`src/sv/unique_array_set_engine_unit_macros.svh`:
```
// ----------------------------------------------------------------------------
// Assertion macros for the unique array set engine
// Clocked on clk, disabled while rst_n is low.
// ----------------------------------------------------------------------------
`ifndef UNIQUE_ARRAY_SET_ENGINE_UNIT_MACROS_SVH
`define UNIQUE_ARRAY_SET_ENGINE_UNIT_MACROS_SVH

// same-cycle implication
`define UASE_ASSERT_IMPL(lbl, ante, cons, msg) \
    lbl: assert property (@(posedge clk) disable iff (!rst_n) (ante) |-> (cons)) \
        else $error(msg);

// next-cycle implication
`define UASE_ASSERT_NEXT(lbl, ante, cons, msg) \
    lbl: assert property (@(posedge clk) disable iff (!rst_n) (ante) |=> (cons)) \
        else $error(msg);

`endif

```
`src/sv/uase_pkg.sv`:
```
// ----------------------------------------------------------------------------
// uase_pkg
// Shared types and codes of the unique array set engine.
// ----------------------------------------------------------------------------
`timescale 1ns / 1ps
`default_nettype none

package uase_pkg;

    localparam int ACT_W   = 2;
    localparam int KEY_W   = 32;
    localparam int POS_W   = 10;
    localparam int COUNT_W = 11;
    localparam int CAP_W   = 11;

    localparam logic [ACT_W-1:0] ACT_LOOKUP = 2'd0;
    localparam logic [ACT_W-1:0] ACT_INSERT = 2'd1;
    localparam logic [ACT_W-1:0] ACT_REMOVE = 2'd2;

    localparam logic [CAP_W-1:0] CAP_RESET = 11'd1024;

    typedef enum logic [1:0] {
        ST_DONE    = 2'd0,
        ST_DUP     = 2'd1,
        ST_FULL    = 2'd2,
        ST_MISSING = 2'd3
    } status_t;

    typedef struct packed {
        logic [ACT_W-1:0] action;
        logic [KEY_W-1:0] key_value;
    } req_t;

    typedef struct packed {
        status_t            status;
        logic [POS_W-1:0]   position;
        logic [COUNT_W-1:0] entry_count;
    } res_t;

endpackage

`default_nettype wire

```
`src/sv/uase_ctrl.sv`:
```
// ----------------------------------------------------------------------------
// uase_ctrl
// Request sequencer: linear scan, append, and shift-down on remove.
// ----------------------------------------------------------------------------
`timescale 1ns / 1ps
`default_nettype none

`include "unique_array_set_engine_unit_macros.svh"

module uase_ctrl
    import uase_pkg::*;
#(
    parameter int TABLE_DEPTH = 1024,
    parameter int VALUE_BITS  = 32
) (
    input  wire logic                           clk,
    input  wire logic                           rst_n,
    input  wire logic                           req_vld,
    output logic                                req_rdy,
    input  wire req_t                           req,
    input  wire logic [CAP_W-1:0]               cap_limit,
    output logic                                res_vld,
    input  wire logic                           res_rdy,
    output res_t                                res,
    output logic                                wr_en,
    output logic [$clog2(TABLE_DEPTH)-1:0]      wr_addr,
    output logic [VALUE_BITS-1:0]               wr_data,
    output logic                                rd_en,
    output logic [$clog2(TABLE_DEPTH)-1:0]      rd_addr,
    input  wire logic [VALUE_BITS-1:0]          rd_data
);

    localparam int IW   = $clog2(TABLE_DEPTH);
    localparam int CW   = $clog2(TABLE_DEPTH + 1);
    localparam int CAPW = (CW > CAP_W) ? CW : CAP_W;

    typedef enum logic [1:0] {
        S_IDLE,
        S_SCAN,
        S_SHIFT,
        S_RESP
    } state_t;

    state_t                 state_reg, state_next;
    logic [ACT_W-1:0]       act_reg, act_next;
    logic [VALUE_BITS-1:0]  key_reg, key_next;
    logic [CW-1:0]          fill_count_reg, fill_count_next;
    logic [CW-1:0]          scan_idx_reg, scan_idx_next;
    logic [CW-1:0]          cmp_idx_reg, cmp_idx_next;
    logic                   cmp_vld_reg, cmp_vld_next;
    logic [IW-1:0]          pos_reg, pos_next;
    res_t                   res_reg, res_next;

    logic [VALUE_BITS-1:0]  key_ext;
    logic                   table_full;
    logic                   cmp_last;
    logic                   cmp_hit;
    logic [CW-1:0]          count_dec;
    logic [CW-1:0]          count_inc;

    generate
        if (VALUE_BITS <= KEY_W)
        begin : g_key_trunc
            assign key_ext = req.key_value[VALUE_BITS-1:0];
        end
        else
        begin : g_key_sext
            assign key_ext = {{(VALUE_BITS - KEY_W){req.key_value[KEY_W-1]}}, req.key_value};
        end
    endgenerate

    assign table_full = (CAPW'(fill_count_reg) >= CAPW'(cap_limit))
                     || (fill_count_reg == CW'(TABLE_DEPTH));
    assign count_dec  = CW'(fill_count_reg - 1'b1);
    assign count_inc  = CW'(fill_count_reg + 1'b1);
    assign cmp_last   = (cmp_idx_reg == count_dec);
    assign cmp_hit    = cmp_vld_reg && (rd_data == key_reg);

    assign req_rdy = (state_reg == S_IDLE);
    assign res_vld = (state_reg == S_RESP);
    assign res     = res_reg;
    assign rd_addr = scan_idx_reg[IW-1:0];

    always_comb
    begin
        state_next      = state_reg;
        act_next        = act_reg;
        key_next        = key_reg;
        fill_count_next = fill_count_reg;
        scan_idx_next   = scan_idx_reg;
        cmp_idx_next    = cmp_idx_reg;
        cmp_vld_next    = cmp_vld_reg;
        pos_next        = pos_reg;
        res_next        = res_reg;
        wr_en           = 1'b0;
        wr_addr         = fill_count_reg[IW-1:0];
        wr_data         = key_reg;
        rd_en           = 1'b0;

        case (state_reg)
            S_IDLE:
            begin
                if (req_vld)
                begin
                    act_next      = req.action;
                    key_next      = key_ext;
                    scan_idx_next = '0;
                    cmp_vld_next  = 1'b0;
                    if ((req.action == ACT_INSERT) && table_full)
                    begin
                        res_next   = '{ST_FULL, '0, COUNT_W'(fill_count_reg)};
                        state_next = S_RESP;
                    end
                    else if (fill_count_reg == '0)
                    begin
                        if (req.action == ACT_INSERT)
                        begin
                            wr_en           = 1'b1;
                            wr_data         = key_ext;
                            fill_count_next = count_inc;
                            res_next        = '{ST_DONE, '0, COUNT_W'(count_inc)};
                        end
                        else
                        begin
                            res_next = '{ST_MISSING, '0, COUNT_W'(fill_count_reg)};
                        end
                        state_next = S_RESP;
                    end
                    else
                    begin
                        state_next = S_SCAN;
                    end
                end
            end

            S_SCAN:
            begin
                rd_en         = (scan_idx_reg < fill_count_reg);
                scan_idx_next = CW'(scan_idx_reg + 1'b1);
                cmp_idx_next  = scan_idx_reg;
                cmp_vld_next  = rd_en;
                if (cmp_hit)
                begin
                    pos_next = cmp_idx_reg[IW-1:0];
                    case (act_reg)
                        ACT_INSERT:
                        begin
                            res_next   = '{ST_DUP, POS_W'(cmp_idx_reg[IW-1:0]),
                                           COUNT_W'(fill_count_reg)};
                            state_next = S_RESP;
                        end
                        ACT_REMOVE:
                        begin
                            if (cmp_last)
                            begin
                                fill_count_next = count_dec;
                                res_next   = '{ST_DONE, POS_W'(cmp_idx_reg[IW-1:0]),
                                               COUNT_W'(count_dec)};
                                state_next = S_RESP;
                            end
                            else
                            begin
                                state_next = S_SHIFT;
                            end
                        end
                        default:
                        begin
                            res_next   = '{ST_DONE, POS_W'(cmp_idx_reg[IW-1:0]),
                                           COUNT_W'(fill_count_reg)};
                            state_next = S_RESP;
                        end
                    endcase
                end
                else if (cmp_vld_reg && cmp_last)
                begin
                    if (act_reg == ACT_INSERT)
                    begin
                        wr_en           = 1'b1;
                        fill_count_next = count_inc;
                        res_next        = '{ST_DONE, POS_W'(fill_count_reg[IW-1:0]),
                                            COUNT_W'(count_inc)};
                    end
                    else
                    begin
                        res_next = '{ST_MISSING, '0, COUNT_W'(fill_count_reg)};
                    end
                    state_next = S_RESP;
                end
            end

            S_SHIFT:
            begin
                rd_en         = (scan_idx_reg < fill_count_reg);
                scan_idx_next = CW'(scan_idx_reg + 1'b1);
                cmp_idx_next  = scan_idx_reg;
                cmp_vld_next  = rd_en;
                if (cmp_vld_reg)
                begin
                    wr_en   = 1'b1;
                    wr_addr = IW'(cmp_idx_reg - 1'b1);
                    wr_data = rd_data;
                    if (cmp_last)
                    begin
                        fill_count_next = count_dec;
                        res_next   = '{ST_DONE, POS_W'(pos_reg), COUNT_W'(count_dec)};
                        state_next = S_RESP;
                    end
                end
            end

            S_RESP:
            begin
                if (res_rdy)
                begin
                    state_next = S_IDLE;
                end
            end

            default:
            begin
                state_next = S_IDLE;
            end
        endcase
    end

    always_ff @(posedge clk or negedge rst_n)
    begin
        if (!rst_n)
        begin
            state_reg      <= S_IDLE;
            act_reg        <= ACT_LOOKUP;
            key_reg        <= '0;
            fill_count_reg <= '0;
            scan_idx_reg   <= '0;
            cmp_idx_reg    <= '0;
            cmp_vld_reg    <= 1'b0;
            pos_reg        <= '0;
            res_reg        <= '{ST_DONE, '0, '0};
        end
        else
        begin
            state_reg      <= state_next;
            act_reg        <= act_next;
            key_reg        <= key_next;
            fill_count_reg <= fill_count_next;
            scan_idx_reg   <= scan_idx_next;
            cmp_idx_reg    <= cmp_idx_next;
            cmp_vld_reg    <= cmp_vld_next;
            pos_reg        <= pos_next;
            res_reg        <= res_next;
        end
    end

    `UASE_ASSERT_IMPL(a_rw_apart, wr_en && rd_en, wr_addr != rd_addr, "read and write hit one entry")
    `UASE_ASSERT_IMPL(a_count_bound, 1'b1, fill_count_reg <= CW'(TABLE_DEPTH), "count above depth")
    `UASE_ASSERT_IMPL(a_count_step, fill_count_reg != $past(fill_count_reg), (fill_count_reg == CW'($past(fill_count_reg) + 1'b1)) || (fill_count_reg == CW'($past(fill_count_reg) - 1'b1)), "count moved by more than one")
    `UASE_ASSERT_NEXT(a_res_hold, res_vld && !res_rdy, res_vld && $stable(res), "result dropped while stalled")

endmodule

`default_nettype wire

```
`config.mk`:
```
export PLATFORM = sky130hd
export DESIGN_NAME = uase_ctrl
export DESIGN_NICKNAME = d
export VERILOG_FILES = /design/src/sv/uase_pkg.sv /design/src/sv/uase_ctrl.sv
export VERILOG_INCLUDE_DIRS = /design/src /design/src/sv
export SDC_FILE = /design/constraint.sdc
export NUM_CORES = 1
export LEC_CHECK = 0
export BUFFER_PORTS_ARGS = -buffer_cell sky130_fd_sc_hd__buf_2
export CELL_PAD_IN_SITES_DETAIL_PLACEMENT = 1
export CELL_PAD_IN_SITES_GLOBAL_PLACEMENT = 2
export CORE_MARGIN = 2
export CORE_UTILIZATION = 30
export CTS_CLUSTER_DIAMETER = 80
export DETAILED_ROUTE_END_ITERATION = 10
export GPL_TIMING_DRIVEN = 0
export PLACE_DENSITY = 0.74
export SYNTH_ARGS = -nofsm -noshare
export SYNTH_HDL_FRONTEND = slang
export SYNTH_SLANG_ARGS = --single-unit
```
`constraint.sdc`:
```
create_clock -name clk -period 4.18 [get_ports clk]
set_input_delay 0.418 -clock clk [delete_from_list [all_inputs] [get_ports clk]]
set_output_delay 0.418 -clock clk [all_outputs]
set_load 0.02 [all_outputs]
```
==> impl_results.md, run 1 <==
* Critical Path AT at 3730 ps
* GP Congestion at 0.974
* Int Pwr at 3.71 mW
* Worst Hold Class: in -> async
* I/O Buffers at 159
* Antenna-violating nets left at 0
* Share of cells above drive strength 1 at 25.7%
* Number of I/O pins at 160
* Status: complete, no violations
* Clock sink total at 103
* Total Routing Usage GR at 24.8%
* Clk_skew at 11.7 ps
* Comb pwr share at 68.1%
* Unique masters post-synth at 81
* Unrepaired setup endpoints after global routing: true
* Reg power frac at 20.2%
* Vias per inst at 5.65
* Post-Syn Area at 0.00808 mm²
* Leakage at 4.51 nW
* Clock power share at 11.7%
* Largest net degree at the start of global routing at 58
* Die W at 168 µm
* Core Box Area at 0.0267 mm²
* Synth async-reset ratio at 100%
* Most frequent cells in the layout: buf_2 (165), nand2_1 (138), dfrtp_1 (102)
* Pre-CTS WS at -1030 ps
* FF+latch count, synth at 103
* Maximum vdd drop at 0.000284 V
* Worst-margin pin slew at 1220 ps
* Register area share after synthesis at 31.9%
* Clk pin slew, worst setup/hold paths at 90 ps
* CP Launch Type: flip-flop
* Clock Tree Root: clkbuf_16
* Final Power at 8.18 mW
* 1st-pass router iterations at 4
* Drt drc at 0
* Crit. End Element: primary output
* TritonCTS Buffers at 9
* Post-CTS Hold Fix Bufs at 0
* Switching Power at 4.47 mW
* Finished Core Util at 36.9%
* Die Y at 168 µm
* Bufs on Longest Clock Path at 2
* Syn avg cell area at 8.50 µm²
* Syn Nets at 1065
* Detailed-route via count at 8374
* Row count at 60
* Starting density of the core at 30.2%
* Die area at 0.0283 mm²
* Setup Viol. Count Final at 0
* Post-DP HPWL at 26600 µm
* Number of flip-flops in the largest register at 32
* YS warnings at 0
* Max-Cap Viols at 0
* First-pass GRT wire length at 53400 µm
* Gr ovfl total at 0
* Final Cycle Share at 99.2%
* WL met1 at 15100 µm
* Top Metal Used: met5
* Max_slew headroom at 17.9%
* Fmax at 0.241 GHz
* Filler cell count at 3254
* Mapped Cells at 951
* Final Max Slew Viols at 0
* Min Tclk post-route at 4150 ps
* Sw frac at 54.7%
* P per Cell Area at 829 mW/mm²
* Vias in the first global route at 8590
* Crit path kind: reg -> out
* CP required at 3760 ps
* CTS tree: built
* Post-route setup slack at 34.5 ps
* Commonest non-fill, non-tap cell in the layout: buf_2
* Initial DRC Count at 562
* DR WL met2 at 16200 µm
* CTS H-tree depth at 3
* Number of synthesized flops with an enable pin at 0
* Area leader, netlist: dfrtp_1
* Largest fanout on the critical path at 10
* Ys flop type: dfrtp_1
* Synth top area share at 31.9%
* Metal3 WL at 2810 µm
* Final Hold Vio Count at 0
* Area growth from synthesis to final layout at 22.1%
* Nets at 1248
* DR WL/cell at 23.6 µm
* Routed wire length at 35000 µm
* Worst skew pair latency at 370 ps
* Initial antenna violation count at 2
* Top post-synthesis cells by area: dfrtp_1 (32%), nand2_1 (6.4%), xnor2_1 (5.7%)
==> layout make-up <==
type	instances	area, µm²	area share, %
repair buffers	172	916	9.28
clock buffers	9	225	2.28
inverters	44	173	1.75
clock inverters	7	100	1.01
flip-flops and latches	103	2580	26.1
well taps	341	427	4.32
multi-input cells	730	5080	51.5
diodes	1	2.50	0.0254
plain buffers	74	370	3.75
==> what timing repair did <==
action                     4_1_cts  5_1_grt
setup buffers                   11        1
pin swaps                        2        1
resized for setup               20       16
setup endpoints to repair       69       36
==> path summary, 6_finish.rpt <==
path / start / end / slack (ps) / cells after the start
worst min-delay path: rst_n / key_reg[11]$_DFFE_PN0P_ / 60 / 1
worst max register to register: fill_count_reg[0]$_DFFE_PN0P_ / res[2]$_DFFE_PN0P_ / 290 / 12
worst max-delay path: fill_count_reg[0]$_DFFE_PN0P_ / wr_en / 30 / 11
min in group clk: req[10] / key_reg[10]$_DFFE_PN0P_ / 300 / 2
worst min register to register: res[0]$_DFFE_PN0P_ / res[0]$_DFFE_PN0P_ / 480 / 2
max in group asynchronous: rst_n / fill_count_reg[0]$_DFFE_PN0P_ / 3360 / 2
==> cells by family (layout without fill, tap and decap cells) <==
group | Yosys count | count (layout) | synth area share, %
AND/OR/NAND/NOR | 318 | 318 | 19.0
buffers and inverters | 118 | 306 | 6.38
flip-flops | 103 | 103 | 31.9
AO/OA/AOI/OAI | 262 | 262 | 23.3
other | 0 | 1 | 0
adder cells (fa/ha/maj) | 33 | 33 | 5.11
multiplexers | 45 | 45 | 6.16
XOR/XNOR | 72 | 72 | 8.14
==> worst max-delay path, stage by stage (launching register included) <==
cell and delay (ps):
dfrtp_2 430, buf_4 150, nor4_2 980, nand2_1 140, o211a_1 290, nor4_1 370, and2_4 250, buf_8 160
a41o_1 220, a21oi_1 80, nor2_1 110, buf_2 190
==> power by group through the flow <==
| stage | Clock [mW] | Sequential [mW] | Combinational [mW] |
|---|---|---|---|
| global placement | 0 | 1.66 | 5.29 |
| floorplan | 0 | 1.65 | 3.42 |
| finish | 0.954 | 1.65 | 5.57 |
| detailed placement | 0 | 1.68 | 5.31 |
| global route | 1.01 | 1.71 | 5.99 |
| CTS | 0.972 | 1.66 | 5.50 |
==> per-stage QoR <==
step	instance area, µm²	std cells	hold slack [ps]	TNS [ps]
finish	9870	1481	62.1	0
global route	9870	1480	108	-63.0
CTS	9810	1479	92.4	0
detailed placement	9330	1452	467	-41710
global placement	9300	1451	459	-44070
floorplan	8080	951	122	0
==> routing by layer <==
metal,track usage [%],up-vias
met2,41.1,313
met4,6.86,4
met1,32.4,4165
li1,-,3841
met3,6.06,51
met5,0,-
==> cell usage after synthesis (4+ instances only) <==
master and number:
nand2_1 138, dfrtp_1 103, o21ai_0 59, nor2_1 54
xnor2_1 53, clkbuf_1 51, a32oi_1 40, mux2_2 38
inv_1 37, a21oi_1 36, ha_1 33, nor3_1 27
a21o_1 24, nand3_1 20, nand4_1 20, xor2_1 17
buf_4 10, a221o_1 9, a211oi_1 8, a31o_2 8
o22ai_1 8, and2_1 7, buf_2 7, mux2i_1 7
o31ai_1 7, a221oi_1 6, a31oi_1 6, and3_1 6
clkinv_1 6, or3_1 6, nor2b_1 5, nor4_1 5
o211ai_1 5, o21a_1 5, a22o_1 4, nor3b_1 4
o221ai_1 4, or4_1 4
No activity file was read; power rests on OpenSTA's default activity.
==> run 2, diff against run 1 <==
- CELL_PAD_IN_SITES_DETAIL_PLACEMENT: 1 -> 0
- CORE_UTILIZATION: 30 -> 33
- PLACE_DENSITY: 0.74 -> 0.81
==> run 2 against run 1 <==
Net effect:
- worst hold slack improved by 7.9 ps
- total power fell by 2.2%
- global-route usage barely moved
- sequential share of layout area rose by 0.22 points
==> impl_results.md, run 2 (synthesis results as in run 1) <==
* Cells after DPL at 1435 (-1.2%)
* Unrepaired setup endpoints after global routing: false
* Clock sink total at 103 (unchanged)
* GP Congestion at 0.940 (-3.5%)
* Number of flip-flops in the largest register at 32 (unchanged)
* Largest net degree at the start of global routing at 60 (+3.4%)
* Final std cells w/o fill at 1463 (-1.2%)
* TritonCTS Buffers at 9 (unchanged)
* Worst r2r path cells at 9 (-3)
* Clk pin slew, worst setup/hold paths at 70 ps (-20 ps)
* Top Metal Used: met5
* DR WL/cell at 22.2 µm (-6.1%)
* Crit path kind: reg -> out
* DR WL met2 at 14400 µm (-11%)
* 1st-pass router iterations at 7 (+3)
* First-pass GRT wire length at 48700 µm (-8.8%)
* Worst-margin pin slew at 900 ps (-321 ps)
* Final Hold Vio Count at 0 (unchanged)
* Starting density of the core at 33.4% (+3.2 points)
* Fmax at 0.248 GHz (+2.7%)
* CP required at 3760 ps (about the same)
* Max-Cap Viols at 0 (unchanged)
* Share of cells above drive strength 1 at 25.0% (-0.70 points)
* Total Routing Usage GR at 24.9% (+0.047 points)
* Antenna-violating nets left at 0 (unchanged)
* Vias in the first global route at 7959 (-7.3%)
* Core Box Area at 0.0242 mm² (-9.5%)
* Die area at 0.0258 mm² (-8.9%)
* I/O Buffers at 159 (unchanged)
* P per Cell Area at 817 mW/mm² (-1.4%)
* Area growth from synthesis to final layout at 21.2%
* Bufs on Longest Clock Path at 2 (unchanged)
* Min Tclk post-route at 4040 ps (-110 ps)
* Commonest non-fill, non-tap cell in the layout: buf_2
* Vias per inst at 5.64 (-0.26%)
* Setup Viol. Count Final at 0 (unchanged)
* Finished Core Util at 40.5% (+3.6 points)
* Largest fanout on the critical path at 10 (unchanged)
* WL met1 at 14300 µm (-5.3%)
* Metal3 WL at 2540 µm (-9.7%)
* Detailed-route via count at 8251 (-1.5%)
* Max_slew headroom at 39.8% (+22 points)
* Flop-to-flop setup slack at 230 ps (-60 ps)
* Most frequent cells in the layout: buf_2 (164), nand2_1 (138), dfrtp_1 (101)
* Die W at 160 µm (-4.5%)
* CTS H-tree depth at 3 (unchanged)
* Die Y at 160 µm (-4.5%)
* Row count at 57 (-5.0%)
* Clk_skew at 9.04 ps (-2.68 ps)
* Nets at 1248 (unchanged)
* Initial DRC Count at 698 (+24%)
* Crit. End Element: primary output
* Number of I/O pins at 160 (unchanged)
* Initial antenna violation count at 2 (unchanged)
* Critical Path AT at 3620 ps (-110 ps)
* Routed wire length at 32500 µm (-7.3%)
* Post-DP HPWL at 24300 µm (-8.6%)
* Drt drc at 0 (unchanged)
* Clock Tree Root: clkbuf_16
* Final Cycle Share at 96.6% (-2.6 points)
* CTS tree: built
* Final Max Slew Viols at 0 (unchanged)
* Maximum vdd drop at 0.000339 V (+19%)
* Leakage at 4.48 nW (-0.65%)
* CP Launch Type: flip-flop
* N_diodes at 0 (-1)
* Worst Hold Class: in -> async
* Worst skew pair latency at 360 ps (about the same)
* Gr ovfl total at 0 (unchanged)
* Status: complete, no violations
run 2: cell count changes in the layout (fill, tap and decap cells not counted), sizes merged:
cell | previous run | this run
inv | 40 | 38
clkbuf | 59 | 64
diode | 1 | 0
clkinv | 8 | 7
buf | 196 | 194
run 2: through the flow:
stage | area, µm² | power [mW] | setup TNS (ps) | setup slack, ps | hold WS, ps
5_1_grt | 9790 | 8.51 | 0 | 6.22 | 118
4_1_cts | 9720 | 7.91 | 0 | 28.2 | 103
2_1_floorplan | 8080 | 5.07 | 0 | 591 | 122
3_3_place_gp | 9280 | 6.89 | -34800 | -870 | 459
6_report | 9790 | 8.00 | 0 | 144 | 70.0
3_5_place_dp | 9310 | 6.87 | -33060 | -879 | 468
run 2: layer usage:
metal | vias up | global-route usage, %
met4 | 4 | 10.3
met3 | 64 | 5.19
met1 | 3958 | 34.3
met5 | - | 0
li1 | 3841 | -
met2 | 384 | 37.9
run 2: worst paths after layout:
check                                         startpoint                       endpoint
min in group clk                                 req[33]         act_reg[1]$_DFFE_PN0P_
min reg2reg                          res[11]$_DFFE_PN0P_            res[11]$_DFFE_PN0P_
max                              key_reg[31]$_DFFE_PN0P_                          wr_en
max reg2reg                fill_count_reg[3]$_DFFE_PN0P_             res[9]$_DFFE_PN0P_
max in group asynchronous                          rst_n  fill_count_reg[1]$_DFFE_PN0P_
min                                                rst_n        key_reg[26]$_DFFE_PN0P_
run 2: area by class of cell:
class | count | area (µm²)
clock inverter | 4 | 55.1
timing repair buffer | 172 | 916
buffer | 74 | 364
inverter | 44 | 171
sequential | 103 | 2580
multi-input combinational | 730 | 5060
tap | 324 | 405
clock buffer | 12 | 236
fill | 2527 | 14400
run 2: what timing repair did:
item | in CTS | in global routing
setup endpoints to repair | 67 | 32
pin swaps | 3 | 1
hold buffers | 0 | 0
endpoints found under the hold margin | 0 | 0
buffers inserted | 10 | 2
gates resized for setup | 14 | 16
run 2: power by group:
part           total, mW  switching, mW  internal [mW]
registers           1.64          0.317           1.33
clock network      0.888          0.417          0.470
logic               5.47           3.58           1.89
total               8.00           4.31           3.69
run 2: worst max-delay path, cell delays in order, from the launching register on:
cell and delay, ps:
dfrtp_1 400, xor2_1 170, or4_1 520, nor4_1 340, nand3_1 350, clkbuf_1 350
clkbuf_1 370, a41o_1 360, a21oi_1 150, nor2_1 60, buf_2 170
